===== src/design/chip8_pkg.sv =====
// ----------------------------------------------------------------------------
// chip8_pkg
// Types, constants and the hex font shared by the CHIP-8 core modules.
// ----------------------------------------------------------------------------
package chip8_pkg;

  localparam int ADDR_W    = 12;
  localparam int MEM_BYTES = 4096;
  localparam int SCR_W     = 64;
  localparam int SCR_H     = 32;
  localparam int ROW_W     = 5;

  localparam logic [ADDR_W-1:0] FONT_BASE = 12'h050;
  localparam logic [ADDR_W-1:0] FONT_END  = 12'h0A0;
  localparam logic [ADDR_W-1:0] PC_START  = 12'h200;

  // item modes
  localparam logic [1:0] MODE_WRITE = 2'd0;
  localparam logic [1:0] MODE_EXEC  = 2'd1;
  localparam logic [1:0] MODE_ROW   = 2'd2;
  localparam logic [1:0] MODE_READ  = 2'd3;

  // opcode low bytes
  localparam logic [7:0] NN_CLS   = 8'hE0;
  localparam logic [7:0] NN_RET   = 8'hEE;
  localparam logic [7:0] NN_SKP   = 8'h9E;
  localparam logic [7:0] NN_SKNP  = 8'hA1;
  localparam logic [7:0] NN_GETDT = 8'h07;
  localparam logic [7:0] NN_SETDT = 8'h15;
  localparam logic [7:0] NN_SETST = 8'h18;
  localparam logic [7:0] NN_ADDI  = 8'h1E;
  localparam logic [7:0] NN_FONT  = 8'h29;
  localparam logic [7:0] NN_BCD   = 8'h33;
  localparam logic [7:0] NN_STORE = 8'h55;
  localparam logic [7:0] NN_LOAD  = 8'h65;

  // 8XYN ALU codes
  localparam logic [3:0] ALU_MOV = 4'h0;
  localparam logic [3:0] ALU_OR  = 4'h1;
  localparam logic [3:0] ALU_AND = 4'h2;
  localparam logic [3:0] ALU_XOR = 4'h3;
  localparam logic [3:0] ALU_ADD = 4'h4;
  localparam logic [3:0] ALU_SUB = 4'h5;
  localparam logic [3:0] ALU_SHR = 4'h6;
  localparam logic [3:0] ALU_RSB = 4'h7;
  localparam logic [3:0] ALU_SHL = 4'hE;

  localparam logic [3:0] REG_VF = 4'hF;
  localparam logic [3:0] REG_V0 = 4'h0;

  // controller states
  typedef enum logic [4:0] {
    S_CLEAR, S_IDLE, S_MEMWR, S_MEMRD, S_ROWRD,
    S_FHI, S_FLO, S_DEC, S_VX, S_VY, S_EXEC,
    S_WFLAG, S_WX, S_DRD, S_DWR, S_DFLAG,
    S_BCD, S_STRD, S_STWR, S_LDRD, S_LDWR, S_FIN
  } state_t;

  // datapath commands
  typedef enum logic [4:0] {
    C_NONE, C_CLEAR, C_LOAD, C_MEMWR, C_MEMRD, C_ROWRD,
    C_FHI, C_FLO, C_DEC, C_VX, C_VY, C_EXEC,
    C_WFLAG, C_WX, C_DRD, C_DWR, C_DFLAG,
    C_BCD, C_STRD, C_STWR, C_LDRD, C_LDWR, C_PRESENT
  } cmd_t;

  // datapath status back to the controller
  typedef struct packed {
    logic [15:0] op;
    logic        loop_last;
    logic        clr_last;
  } status_t;

  localparam logic [639:0] FONT = {
    8'hF0,8'h90,8'h90,8'h90,8'hF0, 8'h20,8'h60,8'h20,8'h20,8'h70,
    8'hF0,8'h10,8'hF0,8'h80,8'hF0, 8'hF0,8'h10,8'hF0,8'h10,8'hF0,
    8'h90,8'h90,8'hF0,8'h10,8'h10, 8'hF0,8'h80,8'hF0,8'h10,8'hF0,
    8'hF0,8'h80,8'hF0,8'h90,8'hF0, 8'hF0,8'h10,8'h20,8'h40,8'h40,
    8'hF0,8'h90,8'hF0,8'h90,8'hF0, 8'hF0,8'h90,8'hF0,8'h10,8'hF0,
    8'hF0,8'h90,8'hF0,8'h90,8'h90, 8'hE0,8'h90,8'hE0,8'h90,8'hE0,
    8'hF0,8'h80,8'h80,8'h80,8'hF0, 8'hE0,8'h90,8'h90,8'h90,8'hE0,
    8'hF0,8'h80,8'hF0,8'h80,8'hF0, 8'hF0,8'h80,8'hF0,8'h80,8'h80
  };

  // font byte by offset from the font base (offset below 80)
  function automatic logic [7:0] font_byte(input logic [6:0] idx);
    logic [9:0] base;
    base = 10'd639 - {idx, 3'b000};
    return FONT[base -: 8];
  endfunction

endpackage


===== src/design/chip8_ctrl.sv =====
// ----------------------------------------------------------------------------
// chip8_ctrl
// Sequencer of the CHIP-8 core: steps fetch, decode, execute and the
// multi-cycle loops, and owns both handshakes.
// ----------------------------------------------------------------------------
module chip8_ctrl (
  input  logic               clk,
  input  logic               rst,
  input  logic               in_valid,
  output logic               in_ready,
  input  logic [1:0]         in_mode,
  output logic               out_valid,
  input  logic               out_ready,
  input  chip8_pkg::status_t status,
  output chip8_pkg::cmd_t    cmd
);

  chip8_pkg::state_t state, state_next;
  logic [3:0] opc;
  logic [3:0] n;
  logic [7:0] nn;
  logic       out_free;

  assign opc      = status.op[15:12];
  assign n        = status.op[3:0];
  assign nn       = status.op[7:0];
  assign out_free = !out_valid || out_ready;
  assign in_ready = (state == chip8_pkg::S_IDLE);

  // state register
  always_ff @(posedge clk) begin
    if (rst) begin
      state <= chip8_pkg::S_CLEAR;
    end else begin
      state <= state_next;
    end
  end

  // result beat held until taken
  always_ff @(posedge clk) begin
    if (rst) begin
      out_valid <= 1'b0;
    end else if (state == chip8_pkg::S_FIN && out_free) begin
      out_valid <= 1'b1;
    end else if (out_ready) begin
      out_valid <= 1'b0;
    end
  end

  // next state
  always_comb begin
    state_next = state;
    case (state)
      chip8_pkg::S_CLEAR: if (status.clr_last) state_next = chip8_pkg::S_IDLE;
      chip8_pkg::S_IDLE: begin
        if (in_valid) begin
          case (in_mode)
            chip8_pkg::MODE_WRITE: state_next = chip8_pkg::S_MEMWR;
            chip8_pkg::MODE_EXEC:  state_next = chip8_pkg::S_FHI;
            chip8_pkg::MODE_ROW:   state_next = chip8_pkg::S_ROWRD;
            default:               state_next = chip8_pkg::S_MEMRD;
          endcase
        end
      end
      chip8_pkg::S_MEMWR: state_next = chip8_pkg::S_FIN;
      chip8_pkg::S_MEMRD: state_next = chip8_pkg::S_FIN;
      chip8_pkg::S_ROWRD: state_next = chip8_pkg::S_FIN;
      chip8_pkg::S_FHI:   state_next = chip8_pkg::S_FLO;
      chip8_pkg::S_FLO:   state_next = chip8_pkg::S_DEC;
      chip8_pkg::S_DEC:   state_next = chip8_pkg::S_VX;
      chip8_pkg::S_VX:    state_next = chip8_pkg::S_VY;
      chip8_pkg::S_VY:    state_next = chip8_pkg::S_EXEC;
      chip8_pkg::S_EXEC: begin
        state_next = chip8_pkg::S_FIN;
        case (opc)
          4'h6, 4'h7, 4'hC: state_next = chip8_pkg::S_WX;
          4'h8: begin
            case (n)
              chip8_pkg::ALU_MOV, chip8_pkg::ALU_OR,
              chip8_pkg::ALU_AND, chip8_pkg::ALU_XOR: state_next = chip8_pkg::S_WX;
              chip8_pkg::ALU_ADD, chip8_pkg::ALU_SUB, chip8_pkg::ALU_SHR,
              chip8_pkg::ALU_RSB, chip8_pkg::ALU_SHL: state_next = chip8_pkg::S_WFLAG;
              default: state_next = chip8_pkg::S_FIN;
            endcase
          end
          4'hD: state_next = (n == 4'h0) ? chip8_pkg::S_DFLAG : chip8_pkg::S_DRD;
          4'hF: begin
            case (nn)
              chip8_pkg::NN_GETDT: state_next = chip8_pkg::S_WX;
              chip8_pkg::NN_BCD:   state_next = chip8_pkg::S_BCD;
              chip8_pkg::NN_STORE: state_next = chip8_pkg::S_STRD;
              chip8_pkg::NN_LOAD:  state_next = chip8_pkg::S_LDRD;
              default:             state_next = chip8_pkg::S_FIN;
            endcase
          end
          default: state_next = chip8_pkg::S_FIN;
        endcase
      end
      chip8_pkg::S_WFLAG: state_next = chip8_pkg::S_WX;
      chip8_pkg::S_WX:    state_next = chip8_pkg::S_FIN;
      chip8_pkg::S_DRD:   state_next = chip8_pkg::S_DWR;
      chip8_pkg::S_DWR:
        state_next = status.loop_last ? chip8_pkg::S_DFLAG : chip8_pkg::S_DRD;
      chip8_pkg::S_DFLAG: state_next = chip8_pkg::S_FIN;
      chip8_pkg::S_BCD:   if (status.loop_last) state_next = chip8_pkg::S_FIN;
      chip8_pkg::S_STRD:  state_next = chip8_pkg::S_STWR;
      chip8_pkg::S_STWR:
        state_next = status.loop_last ? chip8_pkg::S_FIN : chip8_pkg::S_STRD;
      chip8_pkg::S_LDRD:  state_next = chip8_pkg::S_LDWR;
      chip8_pkg::S_LDWR:
        state_next = status.loop_last ? chip8_pkg::S_FIN : chip8_pkg::S_LDRD;
      chip8_pkg::S_FIN:   if (out_free) state_next = chip8_pkg::S_IDLE;
      default:            state_next = chip8_pkg::S_IDLE;
    endcase
  end

  // command to the datapath
  always_comb begin
    cmd = chip8_pkg::C_NONE;
    case (state)
      chip8_pkg::S_CLEAR: cmd = chip8_pkg::C_CLEAR;
      chip8_pkg::S_IDLE:  if (in_valid) cmd = chip8_pkg::C_LOAD;
      chip8_pkg::S_MEMWR: cmd = chip8_pkg::C_MEMWR;
      chip8_pkg::S_MEMRD: cmd = chip8_pkg::C_MEMRD;
      chip8_pkg::S_ROWRD: cmd = chip8_pkg::C_ROWRD;
      chip8_pkg::S_FHI:   cmd = chip8_pkg::C_FHI;
      chip8_pkg::S_FLO:   cmd = chip8_pkg::C_FLO;
      chip8_pkg::S_DEC:   cmd = chip8_pkg::C_DEC;
      chip8_pkg::S_VX:    cmd = chip8_pkg::C_VX;
      chip8_pkg::S_VY:    cmd = chip8_pkg::C_VY;
      chip8_pkg::S_EXEC:  cmd = chip8_pkg::C_EXEC;
      chip8_pkg::S_WFLAG: cmd = chip8_pkg::C_WFLAG;
      chip8_pkg::S_WX:    cmd = chip8_pkg::C_WX;
      chip8_pkg::S_DRD:   cmd = chip8_pkg::C_DRD;
      chip8_pkg::S_DWR:   cmd = chip8_pkg::C_DWR;
      chip8_pkg::S_DFLAG: cmd = chip8_pkg::C_DFLAG;
      chip8_pkg::S_BCD:   cmd = chip8_pkg::C_BCD;
      chip8_pkg::S_STRD:  cmd = chip8_pkg::C_STRD;
      chip8_pkg::S_STWR:  cmd = chip8_pkg::C_STWR;
      chip8_pkg::S_LDRD:  cmd = chip8_pkg::C_LDRD;
      chip8_pkg::S_LDWR:  cmd = chip8_pkg::C_LDWR;
      chip8_pkg::S_FIN:   if (out_free) cmd = chip8_pkg::C_PRESENT;
      default:            cmd = chip8_pkg::C_NONE;
    endcase
  end

endmodule


===== config.mk =====
export PLATFORM = sky130hd
export DESIGN_NAME = chip8_ctrl
export DESIGN_NICKNAME = d
export VERILOG_FILES = /design/src/design/chip8_pkg.sv /design/src/design/chip8_ctrl.sv
export SDC_FILE = /design/constraint.sdc
export NUM_CORES = 1
export LEC_CHECK = 0
export ABC_AREA = 1
export BUFFER_PORTS_ARGS = -buffer_cell sky130_fd_sc_hd__buf_2
export CAP_MARGIN = 40
export CORE_UTILIZATION = 45
export CTS_CLUSTER_DIAMETER = 150
export DETAILED_ROUTE_END_ITERATION = 10
export HOLD_SLACK_MARGIN = 0.12
export MAX_ROUTING_LAYER = met4
export PLACE_DENSITY_LB_ADDON = 0.12
export SLEW_MARGIN = 20
export SYNTH_ARGS = -nofsm -noshare
export SYNTH_HDL_FRONTEND = slang
export SYNTH_SLANG_ARGS = --single-unit

===== constraint.sdc =====
create_clock -name clk -period 3.5 [get_ports clk]
set_clock_uncertainty 0.05 [all_clocks]
set_input_delay 0.35 -clock clk [delete_from_list [all_inputs] [get_ports clk]]
set_output_delay 0.35 -clock clk [all_outputs]
set_load 0.05 [all_outputs]

After elaboration in Yosys (flattened, before gate mapping):

Memory sizes are Yosys's and may differ from the RTL's.
Index checks and enable logic that the tools add are counted.

* register bits: 6
* memory bits (read-only): 80
* input bits: 24
* word-level logic and storage cells: 67
* memories: 1

Memories
* (name not given): depth 16, width 5, rd ports 1, clocked after memory_dff 0, wr ports 0, line chip8_ctrl.sv:78 `case (n)`

* equality and inequality tests: 37
* multiplexer cells: 17
* reduce and logical (&&, ||, !) cells: 10

Operators with widths (number)
* 5-bit one-hot mux with 22 select lines: 1
* 5-bit one-hot mux with 18 select lines: 1
* 5-bit by 4-bit == test with 1-bit output, second input constant: 8
* 5-bit one-hot mux with 4 select lines: 2
* 5-bit == test, second input constant: 6
* 5-bit 2-to-1 mux: 5
* 5-bit by 3-bit == test with 1-bit output, second input constant: 4
* 4-bit == test, second input constant: 4
* 8-bit by 7-bit == test with 1-bit output, second input constant: 2
* 5-bit by 2-bit == test with 1-bit output, second input constant: 2
* 3-bit one-hot mux with 3 select lines: 1
* 4-bit by 3-bit == test with 1-bit output, second input constant: 2
* 8-bit by 3-bit == test with 1-bit output, second input constant: 1
* 8-bit by 6-bit == test with 1-bit output, second input constant: 1
* 2-bit != test, second input constant: 4
* 2-bit 2-to-1 mux: 3
* 3-bit 2-to-1 mux: 2
* 5-bit by 1-bit == test with 1-bit output, second input constant: 1
* 5-bit zero test: 1
* 5-bit OR reduction: 1
* 4-bit zero test: 1
* 4-bit AND reduction: 1
* 3-bit OR reduction: 1
* 2-bit by 1-bit == test with 1-bit output, second input constant: 1
* other kinds (7): 8

Logic depth before layout (Yosys ltp):

Gate-level depths: netlist of the first run.

* word-level depth: 4
* depth in mapped cells: 12
* depth with buffers taken out: 12

Worst setup path after synthesis of the first run:

No wires, ideal clock.

* path type: flip-flop to output port
* from: reg state[0]
* to: out cmd[1]
* arrival: 1526 ps
* required time: 3100 ps
* slack: 1574 ps
* cell stages (with the launch flop): 6
* path through: dfxtp_1 -> nand2_1 -> nor2_1 -> nand2_1 -> inv_1 -> a211o_1

* longest elaborated chain between the ends: 2

RTL lines
* start, declared: line chip8_ctrl.sv:18 `chip8_pkg::state_t state, state_next;`
* start signal, assigned: line chip8_ctrl.sv:33 `state <= chip8_pkg::S_CLEAR;`
* start signal, assigned: line chip8_ctrl.sv:35 `state <= state_next;`
* 5-bit by 1-bit == test with 1-bit output
* net in_ready: line chip8_ctrl.sv:10 `output logic in_ready,`
* 5-bit one-hot mux with 22 select lines: line chip8_ctrl.sv:120 `case (state)`
* end, declared: line chip8_ctrl.sv:15 `output chip8_pkg::cmd_t cmd`

The timed path passes the listed nets, and every way through them passes these cells.

Final worst setup path of the first run:

* from: reg state[4]
* to: out cmd[1]

* longest elaborated chain between the ends: 2

RTL lines (line)
* 5-bit == test, or another cell as far along: chip8_ctrl.sv:120
* 5-bit one-hot mux with 22 select lines *: chip8_ctrl.sv:120

Mark *: on every way between the ends. The rest lies on a longest branch, timed or not.

==> metrics.txt, run 1 <==
Routed wire per std cell 10.4 um; Placer Congestion 0.943; layout cells sized above 1 18.1%; DRT Wirelength 2580 um; initial core utilization 48.9%; post-route ant nets 0; fin area 1160 um^2; first-pass GRT wire length 4450 um; Synth top cells by count 66 x nand2_1, 30 x nor2_1, 25 x inv_1; Mapped Area 980 um^2; setup violators final 0; CP Launch Point state[4]$_SDFFE_PP0P_; vias in the first global route 1102; Max Cap Viol 0; flip-flop and latch area 120 um^2; Final nets 250; HP Start rst; Post-Layout Cell Count 248; area delta synth->final 18.5%; Chip Height 48.7 um; RSZ-0062 raised after global routing false; Layout fillers 212; Pins Over Slew Limit 0; Post-synth ARST share 0%; crit-path leading delay family flip-flops; Post-Synthesis Cells 193; Synth area leaders nand2_1 25%, dfxtp_1 12%, nor2_1 11%; clk_lat worst skew 0.24 ns; Final Cycle Share 64.5%; Psw 0.510 mW; CP arrival 1.86 ns; Port-buffer cells 26; num rows 16; CP Data Required Time 3.10 ns; drt pass-1 iters 4; Max Clk Rate 0.443 GHz; Reg power frac 15.7%; Seq cells post-synth 6; sequential element share of the synthesized area 12.3%; die area 2370 um^2; vias per cell 5.07; critical path type flop to output pin; Placeable Area 2000 um^2; Worst-Margin Slew 0.313 ns; Internal Power 0.310 mW; Reg clk slew, reported paths 0.04 ns; First DRT Iteration DRCs 38; DRC Markers 0; Synth top area share 25.3%; # diodes 0; CP Launch Type flop; Chip Width 48.7 um; synth unique cells 27; Tmin final 2.26 ns; leading register cell type out of synthesis dfxtp_1; overall routing resource usage 24.0%; total CTS buffers 3; Min-Delay Path Class input port to flop; Final Hold Violating Endpoints 0; Leak 0.657 nW; Buf+Inv Stages, Crit Path 2; GRT overflow 0; placed cell areas 1140 um^2; dpl hpwl 2210 um; Slew HR 78.9%; largest net degree at the start of global routing 9; hold_ws 0.293 ns; largest area contributor in the netlist nand2_1; Vias 1257; CP max FO 8; TNS Setup 0 ns; crit-path cells inv_1 -> nor3_1 -> nand2_1 -> o211ai_1 -> a211o_1 -> buf_2; CTS sink cnt 6; post-CTS setup buffers 0; Worst setup EP type output pin; worst vdd ir 0.538 mV; Slowest-stage cell, CP dfxtp_1; post_cts resized 0; combinational fraction of design power 76.8%; outcome completed; EDFF count, synth 0; Yosys Warn Count 0; P per Cell Area 707 nW/um^2; Avg Cell Area, Syn 5.08 um^2; initial antenna violation count 0; level count of the clock H-tree 1; crit-path max cell delay 0.48 ns; hold-fix buffer count after cts 0; CTS tree built; multi-input logic area 746 um^2; Placed Cells 245; Ports 31; Clk pwr share 7.4%; clk buf depth 2; CTS Root Cell clkbuf_4; Critical R2R Launch state[4]$_SDFFE_PP0P_; Post-Syn Nets 220; most common cell in the netlist nand2_1; switching share of power 62.2%
==> placed cells by master, fill, tap and decap left out <==
| master | count |
|---|---|
| nor2_4 | 1 |
| nand3_1 | 17 |
| o221ai_1 | 2 |
| o21ai_0 | 6 |
| inv_2 | 3 |
| dfxtp_1 | 6 |
| ha_1 | 3 |
| nand2_2 | 1 |
| nand3b_1 | 1 |
| o21ai_1 | 1 |
| inv_1 | 25 |
| a21boi_0 | 1 |
| a211o_1 | 1 |
| nor2_1 | 30 |
| nand3_2 | 1 |
| nand2_1 | 66 |
| buf_2 | 26 |
| nor3_2 | 2 |
| o211ai_1 | 2 |
| clkbuf_4 | 3 |
| clkinv_1 | 1 |
| nand4_1 | 4 |
| a21oi_1 | 7 |
| and3_1 | 1 |
| o21bai_1 | 1 |
| nor2_2 | 3 |
| nor3_1 | 5 |
| nor4_1 | 1 |
==> kinds of logic after synthesis <==
group	count (synthesis)	share of synthesized area (%)
flops	6	12.3
compound gates	21	12.9
buf+inv	30	11.6
simple gates	133	59.4
fa+ha+maj	3	3.83
==> final cells by class <==
class	instances	share of cell area [%]
clock buffer	3	1.94
inverter	29	9.37
multi-input combinational	157	64.2
sequential	6	10.3
tap	27	2.91
timing repair buffer	26	11.2
==> sequential cells by signal, indices dropped and copies added, names as in the netlist <==
register,count
state,5
out_valid,1
==> per-stage QoR <==
| stage | power [mW] | utilization, % | setup slack (ns) |
|---|---|---|---|
| final | 0.820 | 58.0 | 1.24 |
| after global routing | 0.898 | 58.0 | 1.11 |
| after CTS | 0.818 | 58.0 | 1.25 |
| after detailed placement | 0.754 | 56.9 | 1.51 |
| after global placement | 0.753 | 56.9 | 1.55 |
| after floorplan | 0.619 | - | 1.57 |
==> worst register-to-register path, stage by stage (launching register included) <==
cell     delay (ns)
dfxtp_1        0.48
inv_1          0.17
nor3_1         0.30
nand2_1        0.13
o21ai_1        0.15
nor3_2         0.10
a21oi_1        0.16
nor2_1         0.05
==> power by group through the flow <==
stage / logic, mW / clock network, mW / registers, mW
global placement: 0.625 / 0 / 0.128
floorplan: 0.509 / 0 / 0.110
finish: 0.630 / 0.0608 / 0.129
detailed placement: 0.625 / 0 / 0.130
CTS: 0.626 / 0.0632 / 0.128
global route: 0.695 / 0.0690 / 0.134
==> final timing paths <==
| path | slack [ns] | to | cells after the start |
|---|---|---|---|
| worst max-delay path | 1.24 | cmd[1] | 6 |
| worst min-delay path | 0.29 | state[3]$_SDFFE_PP0P_ | 2 |
| worst max register to register | 1.80 | state[4]$_SDFFE_PP0P_ | 7 |
| worst min register to register | 0.50 | out_valid$_SDFFE_PP0P_ | 4 |
==> layer usage <==
metal | wire (um) | GRT usage (%)
met1 | 1230 | 31.5
met2 | 1130 | 38.4
met3 | 203 | 3.14
met4 | 13 | 6.86
met5 | 0 | -
Note: power is estimated with default switching activity, not from simulation.
==> run 2, diff against run 1 <==
- ABC_AREA: 1 -> 0
- clock period: 3.5 -> 2.2 ns (I/O delays scaled with it)
==> run 2 against run 1 <==
Setup slack worse by 1.0 ns. Critical path depth did not move. Count of clock-buffer cells in the layout unchanged. Die area grew 3.5%. Clock power grew 69%. Non-clock buffer count grew 5. Core utilization grew 0.39 points. Sequential power grew 15%. Synthesized cell count down 22%. First-iteration DRC count grew 110%. Power shrank 32%. Synthesized area grew 3.7%. Highest routed layer unchanged.
==> metrics.txt, run 2 <==
outcome completed; Leak 0.486 nW; largest net degree at the start of global routing 18; area delta synth->final 17.4%; Post-synth ARST share 0%; post-route ant nets 0; max reg flops 5; First DRT Iteration DRCs 80; Avg Cell Area, Syn 6.73 um^2; clk_lat worst skew 0.25 ns; Synth top area share 11.8%; Placer Congestion 0.927; crit-path max cell delay 0.39 ns; CP Launch Type flop; clk buf depth 2; RSZ-0062 raised after global routing false; drt pass-1 iters 5; num rows 16; sequential element share of the synthesized area 11.8%; total CTS buffers 3; Chip Width 49.5 um; TNS Setup 0 ns; Pins Over Slew Limit 0; Tmin final 1.97 ns; hold-fix buffer count after cts 0; Port-buffer cells 26; CTS sink cnt 6; Min-Delay Path Class input port to flop; Chip Height 49.5 um; FF-to-FF setup slack 0.44 ns; final core utilization 58.4%; worst vdd ir 0.414 mV; Post-Syn Nets 178; most common cell in the netlist nor2_1; EDFF count, synth 0; Vias 1212; Synth top cells by count 16 x nor2_1, 11 x a21oi_1, 11 x nand2_1; first-pass GRT wire length 4660 um; biggest regs state: 5 flops, out_valid: 1 flops; Slowest-stage cell, CP dfxtp_1; Layout fillers 214; Final Hold Violating Endpoints 0; Worst-Margin Slew 0.520 ns; vias in the first global route 1085; Placeable Area 2040 um^2; Yosys Warn Count 0; CTS Root Cell clkbuf_4; Reg clk slew, reported paths 0.05 ns; Post-Synthesis Cells 151; CTS tree built; dpl hpwl 1970 um; Slew HR 64.5%; Seq cells post-synth 6; synth unique cells 53; overall routing resource usage 24.5%; critical path type flop to output pin; Final Cycle Share 89.5%; CP Data Required Time 1.93 ns; largest area contributor in the netlist dfxtp_1; Synth area leaders dfxtp_1 12%, nor2_1 5.9%, a21oi_1 5.4%; layout cells sized above 1 26.4%; Max Clk Rate 0.508 GHz; Reg with most FFs state; Final nets 203; Mapped Area 1020 um^2; vias per cell 6.03; leading register cell type out of synthesis dfxtp_1; CP arrival 1.70 ns; commonest non-fill, non-tap cell in the layout buf_2; initial antenna violation count 0; setup violators final 0; most frequent cells in the layout 26 x buf_2, 16 x nor2_1, 11 x nand2_1, 11 x a21oi_1; level count of the clock H-tree 1; DRT Wirelength 2600 um; GRT overflow 0; die area 2450 um^2; hold_ws 0.174 ns; Worst setup EP type output pin; Routed wire per std cell 12.9 um; # diodes 0; initial core utilization 49.8%; Ports 31; DRC Markers 0; Max Cap Viol 0; P per Cell Area 470 nW/um^2; CP max FO 14; crit-path cells buf_4 -> a21o_1 -> a221oi_1 -> a31oi_1 -> a21oi_1 -> buf_2
## run 2: cell types whose count changed after synthesis, sizes merged, moves of 5 or more
cell | previous run | this run
buf | 1 | 9
inv | 28 | 8
nand2 | 67 | 11
nand2b | 0 | 6
nand3 | 18 | 7
nor2 | 34 | 17
nor2b | 0 | 5
## run 2: metal layers
| layer | track usage (%) | share of wire [%] | vias up |
|---|---|---|---|
| li1 | - | - | 614 |
| met1 | 34.1 | 50 | 548 |
| met2 | 37.7 | 44 | 48 |
| met3 | 4.01 | 5.9 | 2 |
| met4 | 3.81 | 0.15 | 0 |
| met5 | - | 0 | - |
## run 2: path summary, 6_finish.rpt
| kind | start | end | depth (start not counted) |
|---|---|---|---|
| worst min register to register | state[4]$_SDFFE_PP0P_ | state[3]$_SDFFE_PP0P_ | 2 |
| worst max register to register | state[1]$_SDFFE_PP0P_ | state[0]$_SDFFE_PP0P_ | 4 |
| worst max-delay path | state[1]$_SDFFE_PP0P_ | cmd[2] | 6 |
| worst min-delay path | rst | state[3]$_SDFFE_PP0P_ | 2 |
## run 2: power by group
part	total [mW]	switching (mW)	leakage (nW)	internal [mW]
clock	0.103	0.0412	0.0138	0.0618
sequential	0.148	0.0285	0.0492	0.119
combinational	0.310	0.199	0.423	0.111
total	0.561	0.269	0.486	0.292
## run 2: logic make-up (layout without fill, tap and decap cells)
family,count (synthesis),count (layout),synth area share (%)
AO/OA/AOI/OAI,49,49,33.3
XOR/XNOR,3,3,2.59
adder cells (fa/ha/maj),3,3,3.69
buffers and inverters,19,42,8.25
flip-flops,6,6,11.8
AND/OR/NAND/NOR,71,71,40.4
## run 2: repair_timing
item / CTS / global route
endpoints found under the setup margin: 0 / 1
setup buffers: 0 / 0
gates resized for setup: 0 / 1
## run 2: through the flow
step | worst slack (ns) | cell area, um^2 | power (mW) | std cells
finish | 0.232 | 1190 | 0.561 | 201
global route | 0.0198 | 1190 | 0.606 | 201
CTS | 0.104 | 1190 | 0.559 | 201
detailed placement | 0.378 | 1170 | 0.454 | 198
global placement | 0.402 | 1170 | 0.451 | 198
floorplan | 0.00211 | 1020 | 0.374 | 151
## run 2: final cells by class
type	count	area [um^2]	area share, %
clock buffers	3	22.5	1.89
inverters	8	30.0	2.52
multi-input cells	126	817	68.5
flip-flops and latches	6	121	10.2
well taps	27	33.8	2.83
repair buffers	31	168	14.1
## run 2: critical path, delay by kind of cell (launching register included)
family                 cells  cell delay (ns)
AO/OA/AOI/OAI              4             0.58
buffers and inverters      2             0.49
flip-flops                 1             0.39
==> run 3, diff against run 2 <==
- ABC_AREA: 0 -> 1
==> run 3 against run 2 <==
Worst hold slack worse by 0.0030 ns. Setup slack worse by 0.080 ns. Sequential share of layout area is 0.26 points higher. Fmax is 3.9% lower. First-iteration DRC count is 26% lower. Global-route usage is 0.19 points higher. Die area is 3.4% lower. Sequential power is 41% higher. Wire length is 1.1% higher. Design area is 2.5% lower. Clock power is 6% lower. Final cell count is 23% higher. Critical path type unchanged. Largest power group unchanged. Highest routed layer unchanged.
==> metrics.txt, run 3 (synthesized netlist as in run 1, its figures left out) <==
dpl hpwl 2250 um; initial core utilization 48.9%; num rows 16; vias in the first global route 1123; die area 2370 um^2; Total Power 1.32 mW; Min-Delay Path Class input port to flop; Routed wire per std cell 10.6 um; Port-buffer cells 26; critical path type flop to output pin; Worst-Margin Slew 0.372 ns; hold path depth 2; CTS tree built; first-pass GRT wire length 4490 um; CTS sink cnt 6; Hold Path Sink state[3]$_SDFFE_PP0P_; Layout fillers 228; Placeable Area 2000 um^2; worst vdd ir 0.891 mV; Ports 31; clk_lat worst skew 0.24 ns; P per Cell Area 1140 nW/um^2; biggest regs state: 5 flops, out_valid: 1 flops; max reg flops 5; switching share of power 62.5%; largest net degree at the start of global routing 9; vias per cell 5.23; DRT Wirelength 2630 um; Final Hold Violating Endpoints 0; TNS Setup 0 ns; CP Launch Type flop; Final Cycle Share 93.1%; layout cells sized above 1 18.6%; Reg power frac 15.8%; Internal Power 0.496 mW; FF-to-FF setup slack 0.50 ns; Chip Width 48.7 um; Pins Over Slew Limit 0; post-CTS setup buffers 0; level count of the clock H-tree 1; Critical R2R Launch state[1]$_SDFFE_PP0P_; most frequent cells in the layout 66 x nand2_1, 30 x nor2_1, 26 x buf_2, 25 x inv_1, 17 x nand3_1; First DRT Iteration DRCs 59; Max Cap Viol 0; CTS Root Cell clkbuf_4; Worst setup EP type output pin; post_cts resized 0; drt pass-1 iters 4; fin area 1160 um^2; commonest non-fill, non-tap cell in the layout nand2_1; flip-flop and latch area 121 um^2; # diodes 0; Vias 1296; DRC Markers 0; Chip Height 48.7 um; CP arrival 1.78 ns; HP Start rst; Slew HR 75.0%; hold-fix buffer count after cts 0; overall routing resource usage 24.6%; combinational fraction of design power 76.9%; placed cell areas 1140 um^2; worst r2r dst state[0]$_SDFFE_PP0P_; initial antenna violation count 0; Clk pwr share 7.3%; reg2reg path depth 11; GRT overflow 0; outcome completed; Tmin final 2.05 ns; RSZ-0062 raised after global routing false; Reg clk slew, reported paths 0.04 ns; Psw 0.828 mW; Final nets 250; multi-input logic area 746 um^2; Reg with most FFs state; total CTS buffers 3; Leak 0.658 nW; Placer Congestion 0.989; CP max FO 6; clk buf depth 2; Max Clk Rate 0.488 GHz; area delta synth->final 18.6%; post-route ant nets 0; setup violators final 0; CP Data Required Time 1.93 ns
==> run 3: cell types whose count changed in the layout (fill, tap and decap cells not counted), sizes merged, moves of 5 or more <==
cell    before  now
inv          8   28
nand2b       6    0
nor2        17   34
buf         31   26
nand2       11   67
nand3        7   18
nor2b        5    0
==> run 3: power groups by stage <==
stage / clock network (mW) / registers [mW] / logic (mW)
6_report: 0.0969 / 0.209 / 1.02
5_1_grt: 0.106 / 0.216 / 1.12
4_1_cts: 0.101 / 0.204 / 1.01
3_5_place_dp: 0 / 0.206 / 1.00
3_3_place_gp: 0 / 0.202 / 0.994
2_1_floorplan: 0 / 0.174 / 0.811
==> run 3: how the worst max path moves through the flow <==
stage | start | end | slack, ns | depth (start not counted)
CTS | state[4]$_SDFFE_PP0P_ | cmd[1] | 0.1 | 6
floorplan | state[0]$_SDFFE_PP0P_ | cmd[1] | 0.40 | 5
global route | state[0]$_SDFFE_PP0P_ | cmd[1] | 0.05 | 6
global placement | state[4]$_SDFFE_PP0P_ | cmd[1] | 0.40 | 6
detailed placement | state[4]$_SDFFE_PP0P_ | cmd[1] | 0.36 | 6
finish | state[0]$_SDFFE_PP0P_ | cmd[1] | 0.15 | 6
==> run 3: layer usage <==
| layer | vias to the layer above | global-route usage [%] | share of wire, % |
|---|---|---|---|
| li1 | 678 | - | - |
| met1 | 548 | 30.7 | 44 |
| met2 | 61 | 40.3 | 45 |
| met3 | 9 | 2.52 | 8.7 |
| met4 | 0 | 10.3 | 2.2 |
| met5 | - | - | 0 |
==> run 3: final cells by class <==
type                    count  share of cell area (%)
well taps                  27                    2.91
inverters                  29                    9.36
multi-input cells         157                    64.2
repair buffers             26                    11.2
clock buffers               3                    1.94
flip-flops and latches      6                    10.4
==> run 3: stage by stage <==
stage | hold WS, ns | instances | setup WS [ns] | util, %
after floorplan | 0.239 | 193 | 0.404 | -
after global placement | 0.412 | 245 | 0.397 | 56.9
after detailed placement | 0.416 | 245 | 0.364 | 56.9
after CTS | 0.162 | 248 | 0.0972 | 58.0
after global routing | 0.179 | 248 | 0.0455 | 58.1
final | 0.171 | 248 | 0.152 | 58.1
==> run 3: critical path, cell delays in order, from the launching register on <==
cell      delay [ns]
dfxtp_1         0.44
nand2_1         0.15
nor3_1          0.27
nand2_1         0.19
o211ai_1        0.13
a211o_1         0.12
buf_2           0.25
